--- src/rtl/core/sifb_pkg.sv ---
// Shared types and constants for the stuffed information frame builder.
`default_nettype none

package sifb_pkg;

   localparam int unsigned BYTE_W      = 8;
   localparam int unsigned REG_COUNT   = 7;
   localparam int unsigned CSR_INDEX_W = 3;

   localparam logic [CSR_INDEX_W-1:0] REG_FLAG     = 3'd0;
   localparam logic [CSR_INDEX_W-1:0] REG_ESC      = 3'd1;
   localparam logic [CSR_INDEX_W-1:0] REG_FLAG_SUB = 3'd2;
   localparam logic [CSR_INDEX_W-1:0] REG_ESC_SUB  = 3'd3;
   localparam logic [CSR_INDEX_W-1:0] REG_ADDR     = 3'd4;
   localparam logic [CSR_INDEX_W-1:0] REG_CTL0     = 3'd5;
   localparam logic [CSR_INDEX_W-1:0] REG_CTL1     = 3'd6;

   localparam logic [BYTE_W-1:0] FLAG_RESET     = 8'd126;
   localparam logic [BYTE_W-1:0] ESC_RESET      = 8'd125;
   localparam logic [BYTE_W-1:0] FLAG_SUB_RESET = 8'd94;
   localparam logic [BYTE_W-1:0] ESC_SUB_RESET  = 8'd93;
   localparam logic [BYTE_W-1:0] ADDR_RESET     = 8'd3;
   localparam logic [BYTE_W-1:0] CTL0_RESET     = 8'd0;
   localparam logic [BYTE_W-1:0] CTL1_RESET     = 8'd64;

   typedef struct packed {
      logic [BYTE_W-1:0] payload_byte;
      logic              has_payload;
      logic              frame_start;
      logic              frame_end;
      logic              seq_bit;
   } req_type;

   typedef struct packed {
      logic [BYTE_W-1:0] out_byte;
      logic              out_last;
   } rsp_type;

   // Classified item handed from the front to the back.
   typedef struct packed {
      logic [BYTE_W-1:0] data;
      logic [BYTE_W-1:0] check;
      logic              has_payload;
      logic              frame_start;
      logic              frame_end;
      logic              seq_bit;
   } job_type;

   typedef struct packed {
      logic [BYTE_W-1:0] flag;
      logic [BYTE_W-1:0] esc;
      logic [BYTE_W-1:0] flag_sub;
      logic [BYTE_W-1:0] esc_sub;
      logic [BYTE_W-1:0] addr;
      logic [BYTE_W-1:0] ctl0;
      logic [BYTE_W-1:0] ctl1;
   } csr_type;

   typedef enum logic [3:0] {
      ST_IDLE,
      ST_FLAG,
      ST_ADDR,
      ST_CTL,
      ST_HCHK,
      ST_DATA,
      ST_DATA_SUB,
      ST_CHK,
      ST_CHK_SUB,
      ST_CLOSE
   } step_type;

endpackage

`default_nettype wire

--- src/rtl/core/stuffed_info_frame_builder.sv ---
// Top level of the stuffed information frame builder.
//
//   Channel   Ports                               Handshake
//   -------   ---------------------------------   -------------------------------
//   request   push, full, req_data                beat taken when push && !full
//   response  empty, pop, rsp_data                beat taken when pop && !empty
//   csr       csr_write_en, csr_index, csr_wdata  written when csr_write_en
//
// The back sequencer sends one output byte per cycle unless rsp is stalled.
// An item produces 1 or 2 bytes for a payload byte (2 when stuffed), plus
// 4 for a frame-start header and 2 or 3 for a frame-end trailer; at most 9.
// An item that produces nothing retires from the job queue at once.
// The front keeps taking beats while the job queue has room, and the back keeps
// its output register full while rsp is stalled. Reset is synchronous and
// restores the CSRs, clears the check, the queue and the output valid flag.
`default_nettype none

module stuffed_info_frame_builder
   import sifb_pkg::*;
#(
   parameter int unsigned QUEUE_DEPTH = 4
) (
   input  wire logic                   clock,
   input  wire logic                   reset,
   input  wire logic                   push,
   output logic                        full,
   input  wire req_type                req_data,
   output logic                        empty,
   input  wire logic                   pop,
   output rsp_type                     rsp_data,
   input  wire logic                   csr_write_en,
   input  wire logic [CSR_INDEX_W-1:0] csr_index,
   input  wire logic [BYTE_W-1:0]      csr_wdata
);

   csr_type csr_ff;
   logic    q_wr, q_rd, q_full, q_empty;
   job_type q_wr_job, q_rd_job;

   // Hold the CSRs; ignore writes past the last register.
   always_ff @(posedge clock) begin
      if (reset) begin
         csr_ff.flag     <= FLAG_RESET;
         csr_ff.esc      <= ESC_RESET;
         csr_ff.flag_sub <= FLAG_SUB_RESET;
         csr_ff.esc_sub  <= ESC_SUB_RESET;
         csr_ff.addr     <= ADDR_RESET;
         csr_ff.ctl0     <= CTL0_RESET;
         csr_ff.ctl1     <= CTL1_RESET;
      end else if (csr_write_en) begin
         case (csr_index)
            REG_FLAG:     csr_ff.flag     <= csr_wdata;
            REG_ESC:      csr_ff.esc      <= csr_wdata;
            REG_FLAG_SUB: csr_ff.flag_sub <= csr_wdata;
            REG_ESC_SUB:  csr_ff.esc_sub  <= csr_wdata;
            REG_ADDR:     csr_ff.addr     <= csr_wdata;
            REG_CTL0:     csr_ff.ctl0     <= csr_wdata;
            REG_CTL1:     csr_ff.ctl1     <= csr_wdata;
            default: begin
            end
         endcase
      end
   end

   assign full = q_full;

   // Front: accept request beats and fold payload into the running check.
   sifb_front u_front (
      .clock    (clock),
      .reset    (reset),
      .push     (push),
      .req_data (req_data),
      .q_full   (q_full),
      .q_wr     (q_wr),
      .q_job    (q_wr_job)
   );

   // Decouple the front from the byte-rate back end.
   sifb_fifo #(
      .DEPTH (QUEUE_DEPTH)
   ) u_fifo (
      .clock  (clock),
      .reset  (reset),
      .wr_en  (q_wr),
      .wr_job (q_wr_job),
      .full   (q_full),
      .rd_en  (q_rd),
      .rd_job (q_rd_job),
      .empty  (q_empty)
   );

   // Back: expand each job into header, stuffed bytes and trailer.
   sifb_back u_back (
      .clock    (clock),
      .reset    (reset),
      .csr      (csr_ff),
      .q_empty  (q_empty),
      .q_job    (q_rd_job),
      .q_rd     (q_rd),
      .empty    (empty),
      .pop      (pop),
      .rsp_data (rsp_data)
   );

endmodule

`default_nettype wire

--- src/rtl/core/sifb_fifo.sv ---
// Short job queue between the front and the back of the frame builder.
`default_nettype none

module sifb_fifo
   import sifb_pkg::*;
#(
   parameter int unsigned DEPTH = 4
) (
   input  wire logic    clock,
   input  wire logic    reset,
   input  wire logic    wr_en,
   input  wire job_type wr_job,
   output logic         full,
   input  wire logic    rd_en,
   output job_type      rd_job,
   output logic         empty
);

   localparam int unsigned PTR_W = (DEPTH > 1) ? $clog2(DEPTH) : 1;
   localparam int unsigned CNT_W = $clog2(DEPTH + 1);
   localparam logic [PTR_W-1:0] LAST_PTR = PTR_W'(DEPTH - 1);
   localparam logic [CNT_W-1:0] FULL_CNT = CNT_W'(DEPTH);

   job_type          slot_ff [DEPTH];
   logic [PTR_W-1:0] wr_ptr_ff, wr_ptr_in;
   logic [PTR_W-1:0] rd_ptr_ff, rd_ptr_in;
   logic [CNT_W-1:0] count_ff,  count_in;
   logic             do_wr, do_rd;

   assign full   = (count_ff == FULL_CNT);
   assign empty  = (count_ff == '0);
   assign do_wr  = wr_en && !full;
   assign do_rd  = rd_en && !empty;
   assign rd_job = slot_ff[rd_ptr_ff];

   always_comb begin
      wr_ptr_in = wr_ptr_ff;
      rd_ptr_in = rd_ptr_ff;
      count_in  = count_ff;
      if (do_wr) begin
         wr_ptr_in = (wr_ptr_ff == LAST_PTR) ? '0 : wr_ptr_ff + 1'b1;
      end
      if (do_rd) begin
         rd_ptr_in = (rd_ptr_ff == LAST_PTR) ? '0 : rd_ptr_ff + 1'b1;
      end
      if (do_wr && !do_rd) begin
         count_in = count_ff + 1'b1;
      end else if (do_rd && !do_wr) begin
         count_in = count_ff - 1'b1;
      end
   end

   always_ff @(posedge clock) begin
      if (reset) begin
         wr_ptr_ff <= '0;
         rd_ptr_ff <= '0;
         count_ff  <= '0;
      end else begin
         wr_ptr_ff <= wr_ptr_in;
         rd_ptr_ff <= rd_ptr_in;
         count_ff  <= count_in;
      end
   end

   always_ff @(posedge clock) begin
      if (do_wr) begin
         slot_ff[wr_ptr_ff] <= wr_job;
      end
   end

   a_count_bound: assert property (@(posedge clock) disable iff (reset)
      count_ff <= FULL_CNT)
      else $error("queue count beyond depth");

   a_ptr_agree: assert property (@(posedge clock) disable iff (reset)
      (count_ff == '0 || count_ff == FULL_CNT) |-> (wr_ptr_ff == rd_ptr_ff))
      else $error("queue pointers disagree with count");

   a_full_drop: assert property (@(posedge clock) disable iff (reset)
      (full && !do_rd) |=> $stable(wr_ptr_ff))
      else $error("queue written while full");

endmodule

`default_nettype wire

--- src/rtl/core/sifb_front.sv ---
// Input stage: accepts items, keeps the running payload check, builds jobs.
`default_nettype none

module sifb_front
   import sifb_pkg::*;
(
   input  wire logic    clock,
   input  wire logic    reset,
   input  wire logic    push,
   input  wire req_type req_data,
   input  wire logic    q_full,
   output logic         q_wr,
   output job_type      q_job
);

   logic [BYTE_W-1:0] check_ff, check_in;
   logic [BYTE_W-1:0] base;
   logic [BYTE_W-1:0] acc;

   assign q_wr = push && !q_full;

   always_comb begin
      // Clear at frame start before this beat's payload folds in.
      base     = req_data.frame_start ? '0 : check_ff;
      acc      = req_data.has_payload ? (base ^ req_data.payload_byte) : base;
      check_in = check_ff;
      if (q_wr) begin
         check_in = req_data.frame_end ? '0 : acc;
      end
      q_job.data        = req_data.payload_byte;
      q_job.check       = acc;
      q_job.has_payload = req_data.has_payload;
      q_job.frame_start = req_data.frame_start;
      q_job.frame_end   = req_data.frame_end;
      q_job.seq_bit     = req_data.seq_bit;
   end

   always_ff @(posedge clock) begin
      if (reset) begin
         check_ff <= '0;
      end else begin
         check_ff <= check_in;
      end
   end

endmodule

`default_nettype wire

--- src/rtl/core/sifb_back.sv ---
// Output sequencer: walks each job through header, stuffed bytes and trailer.
`default_nettype none

module sifb_back
   import sifb_pkg::*;
(
   input  wire logic    clock,
   input  wire logic    reset,
   input  wire csr_type csr,
   input  wire logic    q_empty,
   input  wire job_type q_job,
   output logic         q_rd,
   output logic         empty,
   input  wire logic    pop,
   output rsp_type      rsp_data
);

   step_type          step_ff, step_in;
   step_type          cur_step, nxt_step;
   logic              out_valid_ff, out_valid_in;
   rsp_type           out_ff, out_in;
   logic              head_valid, out_ready, emit;
   logic [BYTE_W-1:0] ctl;
   logic              data_stuff, chk_stuff;
   logic              data_is_flag, chk_is_flag;

   function automatic step_type first_step(input job_type j);
      if (j.frame_start) begin
         return ST_FLAG;
      end else if (j.has_payload) begin
         return ST_DATA;
      end else if (j.frame_end) begin
         return ST_CHK;
      end
      return ST_IDLE;
   endfunction

   assign head_valid   = !q_empty;
   assign out_ready    = !out_valid_ff || pop;
   assign ctl          = q_job.seq_bit ? csr.ctl1 : csr.ctl0;
   assign data_is_flag = (q_job.data == csr.flag);
   assign chk_is_flag  = (q_job.check == csr.flag);
   assign data_stuff   = data_is_flag || (q_job.data == csr.esc);
   assign chk_stuff    = chk_is_flag || (q_job.check == csr.esc);

   always_ff @(posedge clock) begin
      if (reset) begin
         step_ff      <= ST_IDLE;
         out_valid_ff <= 1'b0;
      end else begin
         step_ff      <= step_in;
         out_valid_ff <= out_valid_in;
      end
   end

   always_ff @(posedge clock) begin
      out_ff <= out_in;
   end

   always_comb begin
      cur_step = (step_ff == ST_IDLE) ? first_step(q_job) : step_ff;
      nxt_step = ST_IDLE;
      out_in   = out_ff;
      out_in.out_last = 1'b0;
      case (cur_step)
         ST_FLAG: begin
            out_in.out_byte = csr.flag;
            nxt_step        = ST_ADDR;
         end
         ST_ADDR: begin
            out_in.out_byte = csr.addr;
            nxt_step        = ST_CTL;
         end
         ST_CTL: begin
            out_in.out_byte = ctl;
            nxt_step        = ST_HCHK;
         end
         ST_HCHK: begin
            out_in.out_byte = csr.addr ^ ctl;
            nxt_step        = q_job.has_payload ? ST_DATA :
                              (q_job.frame_end ? ST_CHK : ST_IDLE);
         end
         ST_DATA: begin
            out_in.out_byte = data_stuff ? csr.esc : q_job.data;
            nxt_step        = data_stuff ? ST_DATA_SUB :
                              (q_job.frame_end ? ST_CHK : ST_IDLE);
         end
         ST_DATA_SUB: begin
            out_in.out_byte = data_is_flag ? csr.flag_sub : csr.esc_sub;
            nxt_step        = q_job.frame_end ? ST_CHK : ST_IDLE;
         end
         ST_CHK: begin
            out_in.out_byte = chk_stuff ? csr.esc : q_job.check;
            nxt_step        = chk_stuff ? ST_CHK_SUB : ST_CLOSE;
         end
         ST_CHK_SUB: begin
            out_in.out_byte = chk_is_flag ? csr.flag_sub : csr.esc_sub;
            nxt_step        = ST_CLOSE;
         end
         ST_CLOSE: begin
            out_in.out_byte = csr.flag;
            out_in.out_last = 1'b1;
            nxt_step        = ST_IDLE;
         end
         default: begin
            out_in   = out_ff;
            nxt_step = ST_IDLE;
         end
      endcase

      emit = head_valid && out_ready && (cur_step != ST_IDLE);
      // Drop a job with no bytes at once; retire others on their final byte.
      q_rd = head_valid && ((cur_step == ST_IDLE) || (emit && (nxt_step == ST_IDLE)));

      step_in      = emit ? nxt_step : step_ff;
      out_valid_in = emit ? 1'b1 : (pop ? 1'b0 : out_valid_ff);
      if (!emit) begin
         out_in = out_ff;
      end
   end

   assign empty    = !out_valid_ff;
   assign rsp_data = out_ff;

   a_step_has_job: assert property (@(posedge clock) disable iff (reset)
      (step_ff != ST_IDLE) |-> head_valid)
      else $error("sequencer busy without a queued job");

   a_close_retires: assert property (@(posedge clock) disable iff (reset)
      (emit && cur_step == ST_CLOSE) |-> q_rd)
      else $error("closing flag sent without retiring the job");

   a_last_is_flag: assert property (@(posedge clock) disable iff (reset)
      (out_valid_ff && out_ff.out_last) |-> (out_ff.out_byte == csr.flag))
      else $error("last beat is not the flag");

   a_hold_unpopped: assert property (@(posedge clock) disable iff (reset)
      (out_valid_ff && !pop) |=> (out_valid_ff && $stable(out_ff)))
      else $error("pending result beat lost");

endmodule

`default_nettype wire

--- config.mk ---
export PLATFORM = sky130hd
export DESIGN_NAME = stuffed_info_frame_builder
export DESIGN_NICKNAME = d
export VERILOG_FILES = /design/src/rtl/core/sifb_pkg.sv /design/src/rtl/core/stuffed_info_frame_builder.sv /design/src/rtl/core/sifb_fifo.sv /design/src/rtl/core/sifb_front.sv /design/src/rtl/core/sifb_back.sv
export SDC_FILE = /design/constraint.sdc
export NUM_CORES = 1
export LEC_CHECK = 0
export ABC_AREA = 1
export BUFFER_PORTS_ARGS = -buffer_cell sky130_fd_sc_hd__buf_2
export CAP_MARGIN = 20
export CELL_PAD_IN_SITES_DETAIL_PLACEMENT = 0
export CELL_PAD_IN_SITES_GLOBAL_PLACEMENT = 1
export CORE_UTILIZATION = 45
export CTS_CLUSTER_SIZE = 12
export DETAILED_ROUTE_END_ITERATION = 10
export GPL_TIMING_DRIVEN = 0
export PLACE_DENSITY = 0.84
export SYNTH_ARGS = -nofsm -noshare
export SYNTH_HDL_FRONTEND = slang
export SYNTH_HIERARCHICAL = 1
export SYNTH_SLANG_ARGS = --single-unit
--- constraint.sdc ---
create_clock -name clock -period 6.02 [get_ports clock]
set_input_delay 1.204 -clock clock [delete_from_list [all_inputs] [get_ports clock]]
set_output_delay 1.204 -clock clock [all_outputs]
set_load 0.1 [all_outputs]
Word-level counts from Yosys, hierarchy flattened
Memory sizes are Yosys's and may differ from the RTL's. A register that Yosys moved wholly into a read port is not among the register bits.
Cells that the tools add are included.
W data, S select, Z words.
{ "word_totals": {"elab_cells": 116, "regBits": 85, "memories": 1, "ramBits": 80, "inputBits": 28} }
{ "classes": {"n_addsub": 4, "n_eq_ne": 22, "n_reduce_logical": 39, "bitwise_logic": 2, "muxes": 33} }
{ "memory_table": {"columns": ["name", "words", "word_bits", "read_ports", "rd_clocked_by_memory_dff", "write_ports", "line", "text"], "rows": [
  ["u_fifo.slot_ff", 4, 20, 1, 1, 1, "sifb_fifo.sv:24", "job_type slot_ff [DEPTH];"]
]} }
{ "ops": {"columns": ["op", "n"], "rows": [
  ["$mux W8", 8],
  ["$pmux W8 S8", 1],
  ["$eq A8 B8 Y1", 4],
  ["$pmux W4 S8", 1],
  ["$mux W4", 7],
  ["$reduce_and A2 Y1", 9],
  ["$eq A4 B3 Y1 const B", 4],
  ["$xor A8 B8 Y8", 2],
  ["$eq A3 B3 Y1 const B", 4],
  ["$logic_not A4 Y1", 3],
  ["$logic_and A1 B1 Y1", 9],
  ["$mux W3", 3],
  ["$eq A4 B2 Y1 const B", 2],
  ["$eq A4 B4 Y1 const B", 2],
  ["$mux W1", 8],
  ["$mux W2", 4],
  ["$reduce_bool A8 Y1", 1],
  ["$reduce_or A8 Y1", 1],
  ["$eq A3 B2 Y1 const B", 2],
  ["$logic_not A3 Y1", 2],
  ["$reduce_bool A2 Y1", 3],
  ["$logic_not A1 Y1", 5],
  ["$add A2 B1 Y2 const B", 2],
  ["$eq A2 B2 Y1 const B", 2],
  ["other kinds (8)", 11]
]} }

Longest topological paths before layout
{ "depth": {"ltp_word": 15, "depth_mapped": 28} }

Modules after synthesis
Netlist, hierarchy kept.
{ "modules_own_cells": {"columns": ["module", "n_inst", "cells_per_inst", "area_per_inst_um2"], "rows": [
  ["sifb_fifo", 1, 265, 3444.6],
  ["sifb_back", 1, 421, 2344.7],
  ["stuffed_info_frame_builder", 1, 303, 2183.3],
  ["sifb_front", 1, 100, 671.9]
]} }

Worst setup path before layout
No wires, ideal clock.
{ "synth_path": {"path_type": "input port to flip-flop", "start": "input port pop", "end": "register u_fifo.count_ff[1]", "setup_time_ns": 0.116, "t_required_ns": 5.904, "path_slack_ns": 2.867, "arrival_time_ns": 3.037, "cell_stages": 14, "n_path_buf": 0, "path_cell_list": "nor2_1 nor2_1 nand2_1 inv_1 nand3_1 nor2_1 nand3_1 a21oi_1 nand2_1 ha_1 inv_1 fa_1 o21ai_0 nor2_1"} }
{ "synth_between": {"elab_chain_cells": 10} }
{ "synth_rtl": {"columns": ["element", "line", "text"], "rows": [
  ["start, declared", "stuffed_info_frame_builder.sv:29", "input wire logic pop,"],
  ["$logic_or A1 B1 Y1", "sifb_back.sv:39", "assign out_ready = !out_valid_ff || pop;"],
  ["$logic_and A1 B1 Y1 (2 in series)", "sifb_back.sv:111", "emit = head_valid && out_ready && (cur_step != ST_IDLE);"],
  ["$logic_and A1 B1 Y1", "sifb_back.sv:113", "q_rd = head_valid && ((cur_step == ST_IDLE) || (emit && (nxt_step == ST_IDLE)));"],
  ["$logic_or A1 B1 Y1", "sifb_back.sv:113", null],
  ["$logic_and A1 B1 Y1", "sifb_back.sv:113", null],
  ["via q_rd", "stuffed_info_frame_builder.sv:37", "logic q_wr, q_rd, q_full, q_empty;"],
  ["$logic_and A1 B1 Y1", "sifb_fifo.sv:33", "assign do_rd = rd_en && !empty;"],
  ["$logic_not A1 Y1", "sifb_fifo.sv:46", "if (do_wr && !do_rd) begin"],
  ["$logic_and A1 B1 Y1", "sifb_fifo.sv:46", null],
  ["$mux W3", "sifb_fifo.sv:46", null],
  ["via u_fifo.count_in[1]", "sifb_fifo.sv:27", "logic [CNT_W-1:0] count_ff, count_in;"],
  ["end signal, assigned", "sifb_fifo.sv:61", "count_ff <= count_in;"],
  ["end, declared", "sifb_fifo.sv:27", null]
]} }
The timed path passes the listed nets, and every way through them passes these cells.
A chain may end at the register's enable or synchronous reset.

==> metrics.txt <==
status completed; io pins 39; I/O Buffers 36; CTS tree yes; yosys warns 6; Area after DPL 9210 um2; drt wl/cell 15.9 um; Max-Cap Viols 0; die area 19800 um2; Post-CTS Setup Bufs 0; CP Launch Type register; Worst-Margin Slew 0.965 ns; CP endpoint kind register; Antenna Nets Post-Route 0; Final setup viols 0; post-cts sizing count 0; Final Cell Area 9790 um2; Vias 7117; Synth area leaders edfxtp_1, dfxtp_1, nand2_1; share of post-route cells with drive strength above 1 15.9%; most common cell in the netlist nand2_1; sequential power share 31.1%; Die H 141 um; Gate Count Post-Synth 1089; # fillers 1834; crit path time final 4.10 ns; Worst EP arrival 4.43 ns; most instantiated cells after synthesis nand2_1, nor2_1, inv_1, edfxtp_1, dfxtp_1; Synth Area per Inst 7.94 um2; worst setup path endpoint u_fifo/count_ff[1]$_SDFFE_PP0P_; relative slew slack 35.7%; Yosys top cell area share 30.9%; pin count of the biggest net entering global routing 17; average via count per standard cell 5.10; global-route wire length before repair 36300 um; CTS Buf Count 17; Tot GR Track Use 24.1%; GRT overflow 0; Max FO, Critical Path 10; # nets final 1183; number of global-route vias before repair 6776; Clk Latency, worst-skew pair 0.43 ns; clk_skew 0.0100 ns; Slew Limit Fails 0; clk buf depth 2; core area 18800 um2; worst min path class reg2reg; max frequency 244 MHz; flop-to-flop setup slack 1.92 ns; number of enable flip-flop cells after synthesis 89; Max VDD drop 0.334 mV; post-synthesis cell area 8640 um2; Worst R2R Path Depth 21; post-layout power 4.79 mW; clock network fraction of design power 22.3%; Routed WL 22200 um; sw frac 44.1%; Die Wd 141 um; Root Buffer clkbuf_16; sequential element share of the synthesized area 49.0%; number of distinct library cells after synthesis 36; Layout area overhead 13.2%; H-tree levels 4; Final period util 68.2%; Primary FF master, synth edfxtp_1; P_leak 4.36 nW; Final Hold Viols 0; setup_tns 0 ns; HPWL after DPL 16400 um; CTS Hold Buffers Added 0; Rows 50; hold_ws 0.474 ns; area leader, netlist edfxtp_1; WS Path Type reg2reg; Async S/R FF share, synth 0%; FF-to-FF End u_fifo/count_ff[1]$_SDFFE_PP0P_; combinational share of power 46.6%; pwr/cell area 490 nW/um2; Clock Pin Slew Worst Setup and Hold Paths 0.06 ns; router iterations before antenna repair 5; Worst Path Required 6.34 ns; Psw 2.12 mW; initial antenna violation count 0; Synth Register Bits 167; RePlAce Congestion 0.864; # diodes 0; Initial Utilization 46.1%; drt drc 0; RSZ-0062 raised after global routing false; clock sink count 167; 1st-iter DRT viols 362; syn_nets 1124; Cell Int Power 2.68 mW
[critical path: stages (launching register included)]
cell and delay [ns]:
dfxtp_1 0.39, clkbuf_1 0.40, o21ai_1 0.14, o22ai_1 0.44, inv_1 0.11, nand2_1 0.08, nand2_1 0.05, nor2_1 0.18
nand2_1 0.13, nor2_4 0.21, nor2_4 0.12, nand2_1 0.08, nand3_1 0.07, nor2_1 0.17, nand3_1 0.11, a21oi_1 0.25
nand2_1 0.14, ha_1 0.22, inv_1 0.09, fa_1 0.40, o21ai_0 0.16, nor2_1 0.05
[sequential cells by signal, indices dropped and copies added, names as in the netlist, named ones only]
register,count
u_fifo/wr_ptr_ff,2
u_back/out_valid_ff,1
u_fifo/count_ff,3
u_back/rsp_data,9
u_back/step_ff,4
u_fifo/slot_ff,80
csr_ff,56
u_fifo/rd_ptr_ff,2
u_front/check_ff,8
[kinds of logic after synthesis]
group | Yosys count | share of synthesized area [%]
buffers and inverters | 149 | 7.53
xor gates and xnor gates | 16 | 1.62
AOI/OAI and AO/OA | 144 | 9.06
adders and majority gates | 7 | 1.10
muxes | 8 | 1.04
DFF | 167 | 49.0
and+or+nand+nor | 598 | 30.7
[worst min path at each step]
stage	start	to	slack (ns)	cells past startpoint
4_1_cts	csr_ff[30]$_SDFFE_PP1P_	csr_ff[30]$_SDFFE_PP1P_	0.47	2
3_3_place_gp	csr_ff[30]$_SDFFE_PP1P_	csr_ff[30]$_SDFFE_PP1P_	0.44	2
5_1_grt	csr_ff[11]$_SDFFE_PP0P_	csr_ff[11]$_SDFFE_PP0P_	0.50	2
3_5_place_dp	csr_ff[30]$_SDFFE_PP1P_	csr_ff[30]$_SDFFE_PP1P_	0.46	2
2_1_floorplan	csr_ff[30]$_SDFFE_PP1P_	csr_ff[30]$_SDFFE_PP1P_	0.43	2
6_report	csr_ff[30]$_SDFFE_PP1P_	csr_ff[30]$_SDFFE_PP1P_	0.47	2
[power groups by stage]
stage | Combinational, mW | Sequential (mW) | Clock, mW
2_1_floorplan | 1.44 | 1.73 | 0
3_3_place_gp | 2.18 | 1.52 | 0
3_5_place_dp | 2.23 | 1.52 | 0
4_1_cts | 2.24 | 1.49 | 1.09
5_1_grt | 2.48 | 1.51 | 1.14
6_report | 2.23 | 1.49 | 1.07
[layout make-up]
cell class	count	area, um2	area share, %
Multi-Input combinational cell	773	3770	38.5
Timing Repair Buffer	40	265	2.71
Buffer	41	243	2.48
Clock inverter	10	123	1.25
Sequential cell	167	4230	43.3
Inverter	108	408	4.17
Clock buffer	22	454	4.64
Tap cell	234	293	2.99
[metal layers]
metal  vias to the layer above  global-route usage [%]  wire (um)  part of all wire [%]
met4                         0                    7.67        446                   2.0
met5                         -                       0          0                     0
met1                      3270                    29.8       9680                    44
met3                        30                    4.45        985                   4.4
li1                       3650                       -          -                     -
met2                       167                    42.4      11100                    50
[layout by cell type, fill, tap and decap left out, types with 8 or more instances in the layout]
| cell type | instances |
|---|---|
| nand3_1 | 66 |
| inv_1 | 96 |
| clkbuf_1 | 10 |
| o22ai_1 | 20 |
| nor2_2 | 10 |
| dfxtp_1 | 78 |
| nor2_4 | 12 |
| nor3_1 | 8 |
| nand3b_1 | 10 |
| clkbuf_16 | 17 |
| buf_4 | 14 |
| nor2_1 | 173 |
| o21ai_1 | 42 |
| mux2_2 | 8 |
| inv_2 | 11 |
| buf_2 | 52 |
| o21ai_0 | 51 |
| nand3_2 | 9 |
| nand2_2 | 26 |
| a21oi_1 | 22 |
| edfxtp_1 | 89 |
| xor2_1 | 10 |
| nand2_1 | 274 |
[metrics by stage]
stage               std cells  utilization (%)  setup WS (ns)
finish                   1395             52.2           1.92
global route             1395             52.2           1.50
CTS                      1395             52.2           1.89
detailed placement       1363             49.1           1.90
global placement         1359             48.6           1.95
floorplan                1089                -           2.87
No activity file was read; power rests on OpenSTA's default activity.
